[src/sv/ligcs_pkg.sv]
// Package for the label icon glyph code stream block.
// Holds payload structs, controller/datapath command types and constants.
package ligcs_pkg;

  localparam int unsigned NameMaxDefault = 32;
  localparam logic [31:0] FnvBasis = 32'd2166136261;
  localparam logic [31:0] FnvPrime = 32'd16777619;
  localparam logic [7:0]  ChLt     = 8'h3C;
  localparam logic [7:0]  ChGt     = 8'h3E;
  localparam logic [21:0] IconBase = 22'h00E000;

  typedef struct packed {
    logic [7:0] text_byte;
    logic       end_of_string;
  } in_item_t;

  typedef struct packed {
    logic [21:0] glyph_code;
    logic        code_valid;
    logic        is_icon;
    logic        name_overflow;
    logic        last_of_string;
  } out_item_t;

  typedef enum logic [3:0] {
    ST_IDLE  = 4'b0001,
    ST_EMPTY = 4'b0010,
    ST_FLUSH = 4'b0100,
    ST_BARE  = 4'b1000
  } state_e;

  // Controller to datapath.
  typedef struct packed {
    logic       step;       // process accepted byte in text/tag mode
    logic       flush_init; // start unclosed-tag flush (feed '<')
    logic       flush_feed; // feed buffer entry at flush index
    logic       flush_adv;  // advance flush index
    logic       clear;      // return stream state to reset
  } cmd_t;

  // Datapath to controller.
  typedef struct packed {
    logic in_tag;
    logic name_empty;
    logic flush_done;   // flush index reached count
  } sts_t;

  // ASCII lowercase of a byte, widened to the decoder width.
  function automatic logic [20:0] lc_byte(input logic [7:0] b);
    lc_byte = {13'd0, ((b >= 8'h41 && b <= 8'h5A) ? b + 8'h20 : b)};
  endfunction

endpackage

[src/sv/ligcs_dp.sv]
// Datapath: UTF-8 decoder, FNV-1a hash, name buffer, flush walker.
// Depends on ligcs_pkg.
module ligcs_dp import ligcs_pkg::*; #(
  parameter int unsigned NameMax = NameMaxDefault,
  localparam int unsigned LenW = $clog2(NameMax + 2),
  localparam int unsigned IdxW = $clog2(NameMax)
) (
  input  logic        clk_i,
  input  logic        rst_ni,
  input  cmd_t        cmd_i,
  input  logic [7:0]  byte_i,
  input  logic [3:0]  size_i,
  output sts_t        sts_o,
  output logic        code_ok_o,   // decoder completed a code this feed
  output logic [21:0] dec_code_o,
  output logic [21:0] icon_code_o,
  output logic        ovf_o
);

  logic            in_tag_q, in_tag_d;
  logic [20:0]     acc_q, acc_d;
  logic [1:0]      pend_q, pend_d;
  logic [31:0]     hash_q, hash_d;
  logic [LenW-1:0] len_q, len_d;
  logic [LenW-1:0] fidx_q, fidx_d;
  logic [7:0]      mem [NameMax];
  logic [7:0]      rd_q;
  logic [31:0]     hx;
  logic [7:0]      fb;
  logic            feed;
  logic [20:0]     cp;
  logic            done;
  logic [LenW-1:0] cnt;
  logic [21:0]     off;

  assign off = {2'd0, size_i, 16'd0} >> 4;
  assign cnt = (len_q > LenW'(NameMax)) ? LenW'(NameMax) : len_q;
  assign ovf_o = len_q > LenW'(NameMax);

  // Select decoder byte: stream byte, '<' of a flush, or buffer read data.
  always_comb begin
    fb   = byte_i;
    feed = 1'b0;
    if (cmd_i.flush_init) begin
      fb = ChLt; feed = 1'b1;
    end else if (cmd_i.flush_feed) begin
      fb = rd_q; feed = 1'b1;
    end else if (cmd_i.step && !in_tag_q && byte_i != ChLt) begin
      feed = 1'b1;
    end
  end

  // Lenient UTF-8 decode step.
  always_comb begin
    acc_d = acc_q;
    pend_d = pend_q;
    done = 1'b0;
    cp = 21'd0;
    if (feed) begin
      if (pend_q == 2'd0) begin
        if (!fb[7]) begin
          done = 1'b1; cp = {13'd0, fb};
        end else if (fb[7:5] == 3'b110) begin
          acc_d = {16'd0, fb[4:0]}; pend_d = 2'd1;
        end else if (fb[7:4] == 4'b1110) begin
          acc_d = {17'd0, fb[3:0]}; pend_d = 2'd2;
        end else begin
          acc_d = {18'd0, fb[2:0]}; pend_d = 2'd3;
        end
      end else begin
        acc_d = {acc_q[14:0], fb[5:0]};
        pend_d = pend_q - 2'd1;
        if (pend_q == 2'd1) begin
          done = 1'b1; cp = acc_d; acc_d = 21'd0;
        end
      end
    end
  end

  assign hx = hash_q ^ {11'd0, lc_byte(byte_i)};

  // Tag state, hash and length.
  always_comb begin
    in_tag_d = in_tag_q;
    hash_d = hash_q;
    len_d = len_q;
    fidx_d = fidx_q;
    if (cmd_i.step) begin
      if (!in_tag_q) begin
        if (byte_i == ChLt) begin
          in_tag_d = 1'b1;
          hash_d = FnvBasis; len_d = '0;
        end
      end else if (byte_i != ChGt) begin
        hash_d = hx * FnvPrime;
        if (len_q < LenW'(NameMax)) len_d = len_q + 1'b1;
        else len_d = LenW'(NameMax + 1);
      end
    end
    if (cmd_i.flush_init) fidx_d = '0;
    if (cmd_i.flush_adv) fidx_d = fidx_q + 1'b1;
    if (cmd_i.clear) begin
      in_tag_d = 1'b0; hash_d = FnvBasis; len_d = '0;
    end
  end

  always_ff @(posedge clk_i or negedge rst_ni) begin
    if (!rst_ni) begin
      in_tag_q <= 1'b0;
      acc_q <= '0;
      pend_q <= '0;
      hash_q <= FnvBasis;
      len_q <= '0;
      fidx_q <= '0;
    end else begin
      in_tag_q <= in_tag_d;
      hash_q <= hash_d;
      len_q <= len_d;
      fidx_q <= fidx_d;
      // A '<' in text or a clear drops partial sequences.
      if (cmd_i.clear || (cmd_i.step && !in_tag_q && byte_i == ChLt)) begin
        acc_q <= '0; pend_q <= '0;
      end else if (cmd_i.flush_init) begin
        acc_q <= acc_d; pend_q <= pend_d;
      end else begin
        acc_q <= acc_d; pend_q <= pend_d;
      end
    end
  end

  // Name buffer: write on tag byte, read next flush entry.
  always_ff @(posedge clk_i) begin
    if (cmd_i.step && in_tag_q && byte_i != ChGt && len_q < LenW'(NameMax))
      mem[len_q[IdxW-1:0]] <= byte_i;
    rd_q <= mem[fidx_d[IdxW-1:0]];
  end

  assign code_ok_o   = done;
  assign dec_code_o  = {1'b0, cp} + off;
  assign icon_code_o = IconBase + {10'd0, hash_q[11:0]} + off;
  assign sts_o.in_tag = in_tag_q;
  assign sts_o.name_empty = (len_q == '0);
  assign sts_o.flush_done = (fidx_q >= cnt);

endmodule

[src/sv/ligcs_ctrl.sv]
// Controller: sequences byte steps, empty-tag pair, flush walk, output.
// Depends on ligcs_pkg.
module ligcs_ctrl import ligcs_pkg::*; (
  input  logic        clk_i,
  input  logic        rst_ni,
  input  logic        in_valid_i,
  input  in_item_t    in_data_i,
  output logic        in_stall_o,
  output logic        out_valid_o,
  output out_item_t   out_data_o,
  input  logic        out_stall_i,
  output cmd_t        cmd_o,
  input  sts_t        sts_i,
  input  logic        code_ok_i,
  input  logic [21:0] dec_code_i,
  input  logic [21:0] icon_code_i,
  input  logic        ovf_i,
  input  logic [3:0]  size_i
);

  state_e    state_q, state_d;
  logic      ov_q, ov_d;        // output register valid
  out_item_t od_q, od_d;
  out_item_t hd_q, hd_d;        // newest flush code, held until the next one
  logic      eos_q, eos_d;      // end flag of the item in progress
  logic      any_q, any_d;      // flush has started and hd_q holds a code
  logic      acc;
  logic      slot;              // output register free this cycle
  logic [21:0] off;

  assign off  = {2'd0, size_i, 16'd0} >> 4;
  assign slot = !ov_q || !out_stall_i;
  assign in_stall_o = !(state_q == ST_IDLE && slot);
  assign acc = in_valid_i && !in_stall_o;

  always_comb begin
    state_d = state_q;
    ov_d = ov_q && out_stall_i;
    od_d = od_q;
    hd_d = hd_q;
    eos_d = eos_q;
    any_d = any_q;
    cmd_o = '0;
    case (state_q)
      ST_IDLE: begin
        if (acc) begin
          cmd_o.step = 1'b1;
          any_d = 1'b0;
          eos_d = in_data_i.end_of_string;
          if (sts_i.in_tag && in_data_i.text_byte == ChGt) begin
            ov_d = 1'b1;
            if (sts_i.name_empty) begin
              od_d = '{off + 22'(ChLt), 1'b1, 1'b0, 1'b0, 1'b0};
              state_d = ST_EMPTY;
            end else begin
              od_d = '{icon_code_i, 1'b1, 1'b1, 1'b0, in_data_i.end_of_string};
              cmd_o.clear = 1'b1;
            end
          end else if (code_ok_i) begin
            ov_d = 1'b1;
            od_d = '{dec_code_i, 1'b1, 1'b0, 1'b0, in_data_i.end_of_string};
            if (in_data_i.end_of_string) cmd_o.clear = 1'b1;
          end else if (in_data_i.end_of_string) begin
            if (sts_i.in_tag || in_data_i.text_byte == ChLt) state_d = ST_FLUSH;
            else state_d = ST_BARE;
          end
        end
      end
      ST_EMPTY: begin
        if (slot) begin
          ov_d = 1'b1;
          od_d = '{off + 22'(ChGt), 1'b1, 1'b0, 1'b0, eos_q};
          cmd_o.clear = 1'b1;
          state_d = ST_IDLE;
        end
      end
      ST_FLUSH: begin
        // Hold back the newest code until it is known whether it ends the string.
        if (!any_q) begin
          // '<' always completes a code on an idle decoder.
          cmd_o.flush_init = 1'b1;
          hd_d = '{dec_code_i, 1'b1, 1'b0, ovf_i, 1'b0};
          any_d = 1'b1;
        end else if (sts_i.flush_done) begin
          // Trailing partial dropped; the held code is the last one.
          if (slot) begin
            ov_d = 1'b1;
            od_d = hd_q;
            od_d.last_of_string = 1'b1;
            cmd_o.clear = 1'b1;
            state_d = ST_IDLE;
          end
        end else if (slot) begin
          cmd_o.flush_feed = 1'b1;
          cmd_o.flush_adv = 1'b1;
          if (code_ok_i) begin
            ov_d = 1'b1;
            od_d = hd_q;
            hd_d = '{dec_code_i, 1'b1, 1'b0, ovf_i, 1'b0};
          end
        end
      end
      ST_BARE: begin
        if (slot) begin
          ov_d = 1'b1;
          od_d = '{22'd0, 1'b0, 1'b0, 1'b0, 1'b1};
          cmd_o.clear = 1'b1;
          state_d = ST_IDLE;
        end
      end
      default: state_d = ST_IDLE;
    endcase
  end

  always_ff @(posedge clk_i or negedge rst_ni) begin
    if (!rst_ni) begin
      state_q <= ST_IDLE;
      ov_q <= 1'b0;
      eos_q <= 1'b0;
      any_q <= 1'b0;
    end else begin
      state_q <= state_d;
      ov_q <= ov_d;
      eos_q <= eos_d;
      any_q <= any_d;
    end
  end

  always_ff @(posedge clk_i) begin
    od_q <= od_d;
    hd_q <= hd_d;
  end

  assign out_valid_o = ov_q;
  assign out_data_o  = od_q;

  a_hold: assert property (@(posedge clk_i) disable iff (!rst_ni)
    ov_q && out_stall_i && state_q == ST_IDLE |=> ov_q) else $error("result lost");
  a_nostall_idle: assert property (@(posedge clk_i) disable iff (!rst_ni)
    state_q != ST_IDLE |-> in_stall_o) else $error("input taken while busy");
  a_bare: assert property (@(posedge clk_i) disable iff (!rst_ni)
    ov_q && !od_q.code_valid |-> od_q.last_of_string) else $error("bare marker not last");
  a_keep: assert property (@(posedge clk_i) disable iff (!rst_ni)
    ov_q && out_stall_i |=> ov_q && $stable(od_q)) else $error("stalled result changed");
endmodule

[src/sv/label_icon_glyph_code_stream.sv]
// Label icon glyph code stream: UTF-8 text and <name> icon tags to glyph codes.
// Top level; joins ligcs_ctrl and ligcs_dp. Depends on ligcs_pkg.
//
// Usage:
//   Input channel carries one string byte per transfer with an end flag on
//   the last byte. Output channel carries glyph codes. Both channels use
//   valid/stall; the receiver drives stall. The user writes size_select with
//   cfg_we_i/cfg_data_i only while the block is idle; the block does not check.
// Throughput:
//   One byte per cycle for text and closed tags while the output is taken.
//   An empty tag <> emits its second code from the ST_EMPTY state. An unclosed
//   tag at end of string walks the name buffer, one entry per cycle while the
//   output is taken, through the single buffer read port.
// Output: a result is registered and appears in the cycle after the byte that
//   completes it. During an unclosed-tag walk each code waits until the next
//   code completes or the walk ends, so the last one can carry the end flag.
// Reset: stream state clears, size_select returns to 0, output empties.
// Stall: the output register holds its result; input stalls until the
//   register can accept the next result and the block is idle.
module label_icon_glyph_code_stream import ligcs_pkg::*; #(
  parameter int unsigned NameMax = NameMaxDefault
) (
  input  logic      clk_i,
  input  logic      rst_ni,
  input  logic      in_valid_i,
  input  in_item_t  in_data_i,
  output logic      in_stall_o,
  output logic      out_valid_o,
  output out_item_t out_data_o,
  input  logic      out_stall_i,
  input  logic      cfg_we_i,
  input  logic [3:0] cfg_data_i
);

  cmd_t        cmd;
  sts_t        sts;
  logic        code_ok;
  logic [21:0] dec_code, icon_code;
  logic        ovf;
  logic [3:0]  size_q;

  // Hold the size register.
  always_ff @(posedge clk_i or negedge rst_ni) begin
    if (!rst_ni) size_q <= '0;
    else if (cfg_we_i) size_q <= cfg_data_i;
  end

  ligcs_dp #(.NameMax(NameMax)) u_dp (
    .clk_i, .rst_ni, .cmd_i(cmd), .byte_i(in_data_i.text_byte), .size_i(size_q),
    .sts_o(sts), .code_ok_o(code_ok), .dec_code_o(dec_code),
    .icon_code_o(icon_code), .ovf_o(ovf)
  );

  ligcs_ctrl u_ctrl (
    .clk_i, .rst_ni, .in_valid_i, .in_data_i, .in_stall_o,
    .out_valid_o, .out_data_o, .out_stall_i, .cmd_o(cmd), .sts_i(sts),
    .code_ok_i(code_ok), .dec_code_i(dec_code), .icon_code_i(icon_code),
    .ovf_i(ovf), .size_i(size_q)
  );

endmodule

[config.mk]
export PLATFORM = sky130hd
export DESIGN_NAME = label_icon_glyph_code_stream
export DESIGN_NICKNAME = d
export VERILOG_FILES = /design/src/sv/ligcs_pkg.sv /design/src/sv/ligcs_dp.sv /design/src/sv/ligcs_ctrl.sv /design/src/sv/label_icon_glyph_code_stream.sv
export SDC_FILE = /design/constraint.sdc
export NUM_CORES = 1
export LEC_CHECK = 0
export ABC_AREA = 1
export BUFFER_PORTS_ARGS = -buffer_cell sky130_fd_sc_hd__buf_2
export CORE_MARGIN = 5
export CORE_UTILIZATION = 57
export DETAILED_ROUTE_END_ITERATION = 6
export GPL_TIMING_DRIVEN = 0
export PLACE_DENSITY = 0.77
export REMOVE_ABC_BUFFERS = 1
export SYNTH_ARGS = -nofsm -noshare
export SYNTH_HDL_FRONTEND = slang
export SYNTH_SLANG_ARGS = --single-unit
export TNS_END_PERCENT = 30
[constraint.sdc]
create_clock -name clk_i -period 4.1 [get_ports clk_i]
set_clock_uncertainty 0.1 [all_clocks]
set_input_delay 0.41 -clock clk_i [delete_from_list [all_inputs] [get_ports clk_i]]
set_output_delay 0.41 -clock clk_i [all_outputs]
set_load 0.02 [all_outputs]
; Yosys cells after proc, flatten, opt, wreduce, memory -nomap -nowiden
; Memories as Yosys holds them, arrays and structs flattened. A register that Yosys moved wholly into a read port is not among the register bits.
; Index checks and enable logic that the tools add are counted.
[totals]
regBits = 125
ramBits = 256
inputBits = 18
output_inout_bits = 28
wordCells = 198
memories = 1
[classes]
add_sub_neg = 9
multipliers = 1
n_lt_le_gt_ge = 5
n_eq_ne = 27
n_mux = 98
n_bitwise = 1
reduce_logical = 34
[memory_table]
columns = memory, words, width, read_ports, rd_clocked_by_memory_dff, wr, line_no
row1 = u_dp.mem, 32, 8, 1, 1, 1, ligcs_dp.sv:26  ; logic [7:0] mem [NameMax];
[op_table]
columns = op, count
row1 = 2-to-1 mux 26 bit, 15
row2 = 2-to-1 mux 32 bit, 5
row3 = one-hot mux 26 bit (4 select lines), 1
row4 = 2-to-1 mux 15 bit, 5
row5 = 2-to-1 mux 21 bit, 3
row6 = 2-to-1 mux 6 bit, 9
row7 = 2-to-1 mux 4 bit, 10
row8 = "adder 16 x 6 -> 17 bit, second input constant", 2
row9 = "multiplier 32 x 25 -> 32 bit, second input constant", 1
row10 = 2-to-1 mux 1 bit, 32
row11 = XOR 32 x 8 -> 32 bit, 1
row12 = 2-to-1 mux 8 bit, 3
row13 = adder 21 x 16 -> 22 bit, 1
row14 = adder 22 x 16 -> 22 bit, 1
row15 = "adder 16 x 12 -> 17 bit, first input constant", 1
row16 = "== test 8 x 6 -> 1 bit, second input constant", 2
row17 = "inequality test 8 x 6 -> 1 bit, second input constant", 2
row18 = "inequality test 3 bit, second input constant", 5
row19 = 2-to-1 mux 2 bit, 7
row20 = "adder 6 x 1 -> 6 bit, second input constant", 2
row21 = one-hot mux 4 bit (3 select lines), 1
row22 = logical AND 1 bit, 11
row23 = "inequality test 2 x 1 -> 1 bit, second input constant", 5
row24 = "adder 8 x 6 -> 8 bit, second input constant", 1
row25 = 32 further kinds, 49

; Longest topological paths before layout
[logic_depth]
depth_word = 19
depth_mapped = 32

; Modules after synthesis
; A second synthesis with hierarchy kept.
[hier_totals]
cells_unflattened = 1654
area_unflattened_um2 = 17454.2
[by_module_without_submodules]
columns = mod, n_inst, cells_per_inst, area_each_um2
row1 = ligcs_dp, 1, 1363, 14516.4
row2 = ligcs_ctrl, 1, 274, 2788.9
row3 = label_icon_glyph_code_stream, 1, 17, 148.9

; Worst setup path before layout
; No wires, ideal clock.
[synth_path]
path_type = input port to flip-flop
startpoint = in in_data_i[8] in the netlist's numbering
endpoint = reg u_dp.hash_q[11]
arrival_time_ns = 4.726
t_required_ns = 3.920
path_slack_ns = -0.806
stages = 26
path_cell_list = inv_1 > nand3_1 > nor2_1 > nand2_1 > o31ai_1 > a21oi_1 > xor2_1 > ha_1 > ha_1 > ha_1 > inv_1 > fa_1 > inv_1 > ha_1 > inv_1 > fa_1 > inv_1 > ha_1 > inv_1 > o311ai_0 > nand3b_1 > nand2_1 > nand2_1 > nand3_1 > a21oi_1 > nand2_1
[synth_between]
elab_chain_cells = 12
word_cells_on_any_way = 33
cone_classes = add/sub: 1 / mul: 1 / order compare: 2 / eq/ne: 5 / mux: 17 / bitwise: 1 / reduce/logical: 6
[synth_lines]
columns = item, line_no
row1 = "start, declared", label_icon_glyph_code_stream.sv:26  ; input in_item_t in_data_i,
row2 = branches (longest 12 deep; another with multiplier 32 x 25 -> 32 bit), --
row3 = "end signal, assigned", ligcs_dp.sv:112  ; hash_q <= FnvBasis;
row4 = "end signal, assigned", ligcs_dp.sv:117  ; hash_q <= hash_d;
row5 = "end, declared", ligcs_dp.sv:23  ; logic [31:0] hash_q, hash_d;
; Several ways; the timed one is not identified. The select of a mux whose other input is x is not followed.
; A chain may end at the register's enable or synchronous reset.

; Worst setup path in the final report
[layout_path]
startpoint = in in_data_i[5] in the netlist's numbering
endpoint = reg u_dp.hash_q[11]
; Same word-level chain as after synthesis.

==> run metrics <==
synthesis-to-layout area growth 19.57%; worst hold slack ~9.4 ps; Area after DPL 19,080 sq um; register area between 10,000 and 15,000 sq um; syn avg cell area about 9.6 sq um; Placeable Area ~32,000 sq um; Hold Violations, Final 0; status finished with violations; register area share after synthesis between 50% and 60%; switching power approximately 6.1 mW; Post-synth EDFFs approximately 300; asr flop ratio synth 14.48%; unrepaired setup endpoints after global routing true; Max-Slew Margin vs Limit 27.26%; io pins 46; Setup crit start kind input port; number of inserted diodes 0; Skew-Pair Late Insertion Delay 530 ps; Wirelength per Cell approximately 22 um; Combinational Power Share 49.1%; mux contribution to synthesized area 0%; CP required 4460 ps; GRT Overall Usage ~28%; Max-Cap Viols 0; failing checks negative setup slack; via/cell ratio roughly 6.0; final std cells w/o fill 2,493; area of the multi-input gates slightly above 7000 sq um; gr ovfl total 0; post-route ant nets 0; Max Root-Sink Buffers 3; CP Data Arrival Time roughly 5000 ps; synthesized flop and latch total about 370; internal power approximately 9.6 mW; Top Family by Delay on Critical Path adder cells; Root Buffer clkbuf_16; Levels on crit path 29; Syn. warnings 0; Pleak approximately 9.4 nW; Vias 15.02k; FF-to-FF path depth 24; Initial Utilization 57.32%; TritonCTS clock tree built; Nets around 2.1k; row cnt 66; Worst Hold Depth 1; Tcrit/Tclk final 113.1%; layout cell share with drive strength beyond 1 ~17%; drt pass-1 iters 6; Post-Synth XOR/XNOR Area less than 1%; post-synthesis compound-gate area fraction under 10%; Worst Path Buf+Inv 7; routability congestion estimate a little under 0.9; largest family of logic cells by synthesized area simple AND/OR/NAND/NOR gates; Yosys top cell by area edfxtp_1; Net Sw Frac about two fifths; first-pass GRT wire length 78.64 mm; HPWL Detailed about 28 mm; pin count of the biggest net entering global routing 65; simple-gate share of the synthesized area roughly a quarter; initial antenna violation count 0; post-synthesis adder-cell area fraction between 5 and 6%; vias in the first global route 14.15k; placed insts 2,338; Iter 0 DRT Violations 2,156; Fill cells about 2.2k; Worst Path Max Fanout 3; Power Density 707.9 nW/um^2; top cells by area, synth edfxtp_1, nand2_1, nand3_1; worst setup margin -536.3 ps; Final Max Slew Viols 0; Reg power frac 29.1%; Final Cell Area 22,130 sq um; Main synth FF type edfxtp_1; cell count after synthesis 1,923; PortBufs 45; Die H between 150 and 200 um; slowest stage delay, CP between 500 and 600 ps; final wirelength around 54 mm; die width between 150 and 200 um; Setup violations, final 4; post-synth cell types 55; H-tree levels 2; crit path kind in2reg; Final min period roughly 4600 ps; Critical Path Slowest Stage Cell fa_1; fmax ~220 MHz; Mapped Area 18,510 sq um; worst-margin pin slew between 1000 and 1500 ps; Num CTS Buffers 37; DRC 0; endpoint type of the worst setup path flip-flop; Clk pwr share a little over a fifth; Yosys top cell area share around half; die area roughly 36,000 sq um; clk slew on worst S/H paths approximately 70 ps; Peak VDD IR between 4 and 5 mV; total negative setup slack -1207 ps; worst hold path type in2reg; Sink Count about 370
==> power by group through the flow <==
| stage | sequential [mW] | combinational [mW] | clock (mW) |
|---|---|---|---|
| after detailed placement | 4.61 | 4.96 | 0 |
| after global routing | 4.59 | 8.43 | 3.59 |
| after CTS | 4.53 | 6.98 | 3.41 |
| after global placement | 4.61 | 4.71 | 0 |
| final | 4.56 | 7.69 | 3.41 |
| after floorplan | 4.73 | 3.53 | 0 |
==> cells in the final DEF (no fill, tap or decap), types with 19 or more instances in the layout <==
| cell | n |
|---|---|
| nand2_1 | 467 |
| ha_4 | 19 |
| nand3_1 | 304 |
| dfrtp_1 | 41 |
| o21ai_0 | 39 |
| buf_4 | 57 |
| inv_2 | 21 |
| nor2_1 | 89 |
| nand3b_1 | 52 |
| inv_1 | 235 |
| edfxtp_1 | 305 |
| a21oi_1 | 29 |
| buf_2 | 36 |
| clkbuf_16 | 44 |
| ha_1 | 40 |
==> area by class of cell <==
type / instances / area share [%]
Inverter: 262 / 4.585
Clock buffer: 48 / 4.794
Multi-Input combinational cell: 1225 / 32.65
Timing Repair Buffer: 130 / 6.547
Clock inverter: 20 / 0.7519
Sequential cell: 366 / 48.17
Tap cell: 442 / 2.499
==> final timing paths <==
| check | endpoint | from | slack [ps] |
|---|---|---|---|
| max in group asynchronous | u_dp.fidx_q[0]$_DFF_PN0_ | rst_ni | 2960 |
| hold reg to reg | u_ctrl.eos_q$_DFFE_PN0P_ | u_ctrl.eos_q$_DFFE_PN0P_ | 390 |
| setup reg to reg | u_dp.hash_q[11]$_DFFE_PN1P_ | u_dp.hash_q[3]$_DFFE_PN0P_ | -490 |
| setup / recovery | u_dp.hash_q[11]$_DFFE_PN1P_ | in_data_i[5] | -540 |
| min in group asynchronous | u_ctrl.out_valid_o$_DFF_PN0_ | rst_ni | 420 |
| hold / removal | u_dp.mem[16][1]$_DFFE_PP_ | in_data_i[2] | 9 |
==> sequential cells by signal, indices dropped and copies added (netlist names), 6 cells and up <==
name and count:
u_dp.mem 256, u_ctrl.out_data_o 26, u_ctrl.hd_q 23, u_dp.acc_q 15
u_dp.hash_q 12, u_dp.rd_q 8, u_dp.fidx_q 6, u_dp.len_q 6
==> cells in the mapped netlist (10+ instances only) <==
library cell and n:
dfrtp_1 45, nor2_1 97, inv_1 255, o21ai_1 13, nand3_1 311, o21ai_0 41
a21oi_1 36, edfxtp_1 305, buf_4 19, nand4_1 15, clkbuf_1 18, xor2_1 14
nand2_1 481, nand3b_1 52, nor3_1 10, buf_2 35, ha_1 62
==> metal layers <==
| metal | wire (um) | vias to the layer above | GRT usage [%] |
|---|---|---|---|
| li1 | - | 6676 | - |
| met1 | 20090 | 7156 | 38.38 |
| met2 | 25560 | 993 | 43.95 |
| met3 | 6057 | 189 | 5.688 |
| met4 | 2386 | 2 | 10.75 |
| met5 | 38 | - | 0 |
==> worst reg2reg max path, stage by stage, from the launching register on <==
cell,delay (ps)
dfrtp_1,450
inv_1,90
nand2_1,120
nand2_1,180
ha_4,300
ha_4,270
inv_2,50
fa_1,520
inv_1,50
ha_1,270
ha_1,290
inv_2,40
fa_1,500
inv_2,50
ha_4,290
inv_6,40
nor3_4,150
nand2_2,90
o311ai_4,100
nand3b_1,170
nand2_1,60
nand2_1,70
nand3_2,70
a21oi_2,140
nand2_1,70
==> metrics by stage <==
stage	util (%)	power, mW	worst slack (ps)
6_report	68.54	15.67	-536.3
5_1_grt	68.54	16.60	-698.1
4_1_cts	66.00	14.92	-502.7
3_5_place_dp	59.08	9.566	-2200
3_3_place_gp	58.44	9.322	-8014
2_1_floorplan	-	8.255	-3618
==> cells by family after synthesis <==
group           after synthesis
fa+ha+maj                    71
flops                       366
simple gates                999
buf+inv                     341
xor+xnor                     21
compound gates              125
==> what timing repair did <==
item / CTS / global route
resized for setup: 102 / 86
setup endpoints to repair: 56 / 79
hold buffers: 1 / 1
setup buffers: 35 / 30
pin swaps: 39 / 46
endpoints found under the hold margin: 1 / 45
gates cloned: 14 / 6
Power figures use the tool's default switching activity.
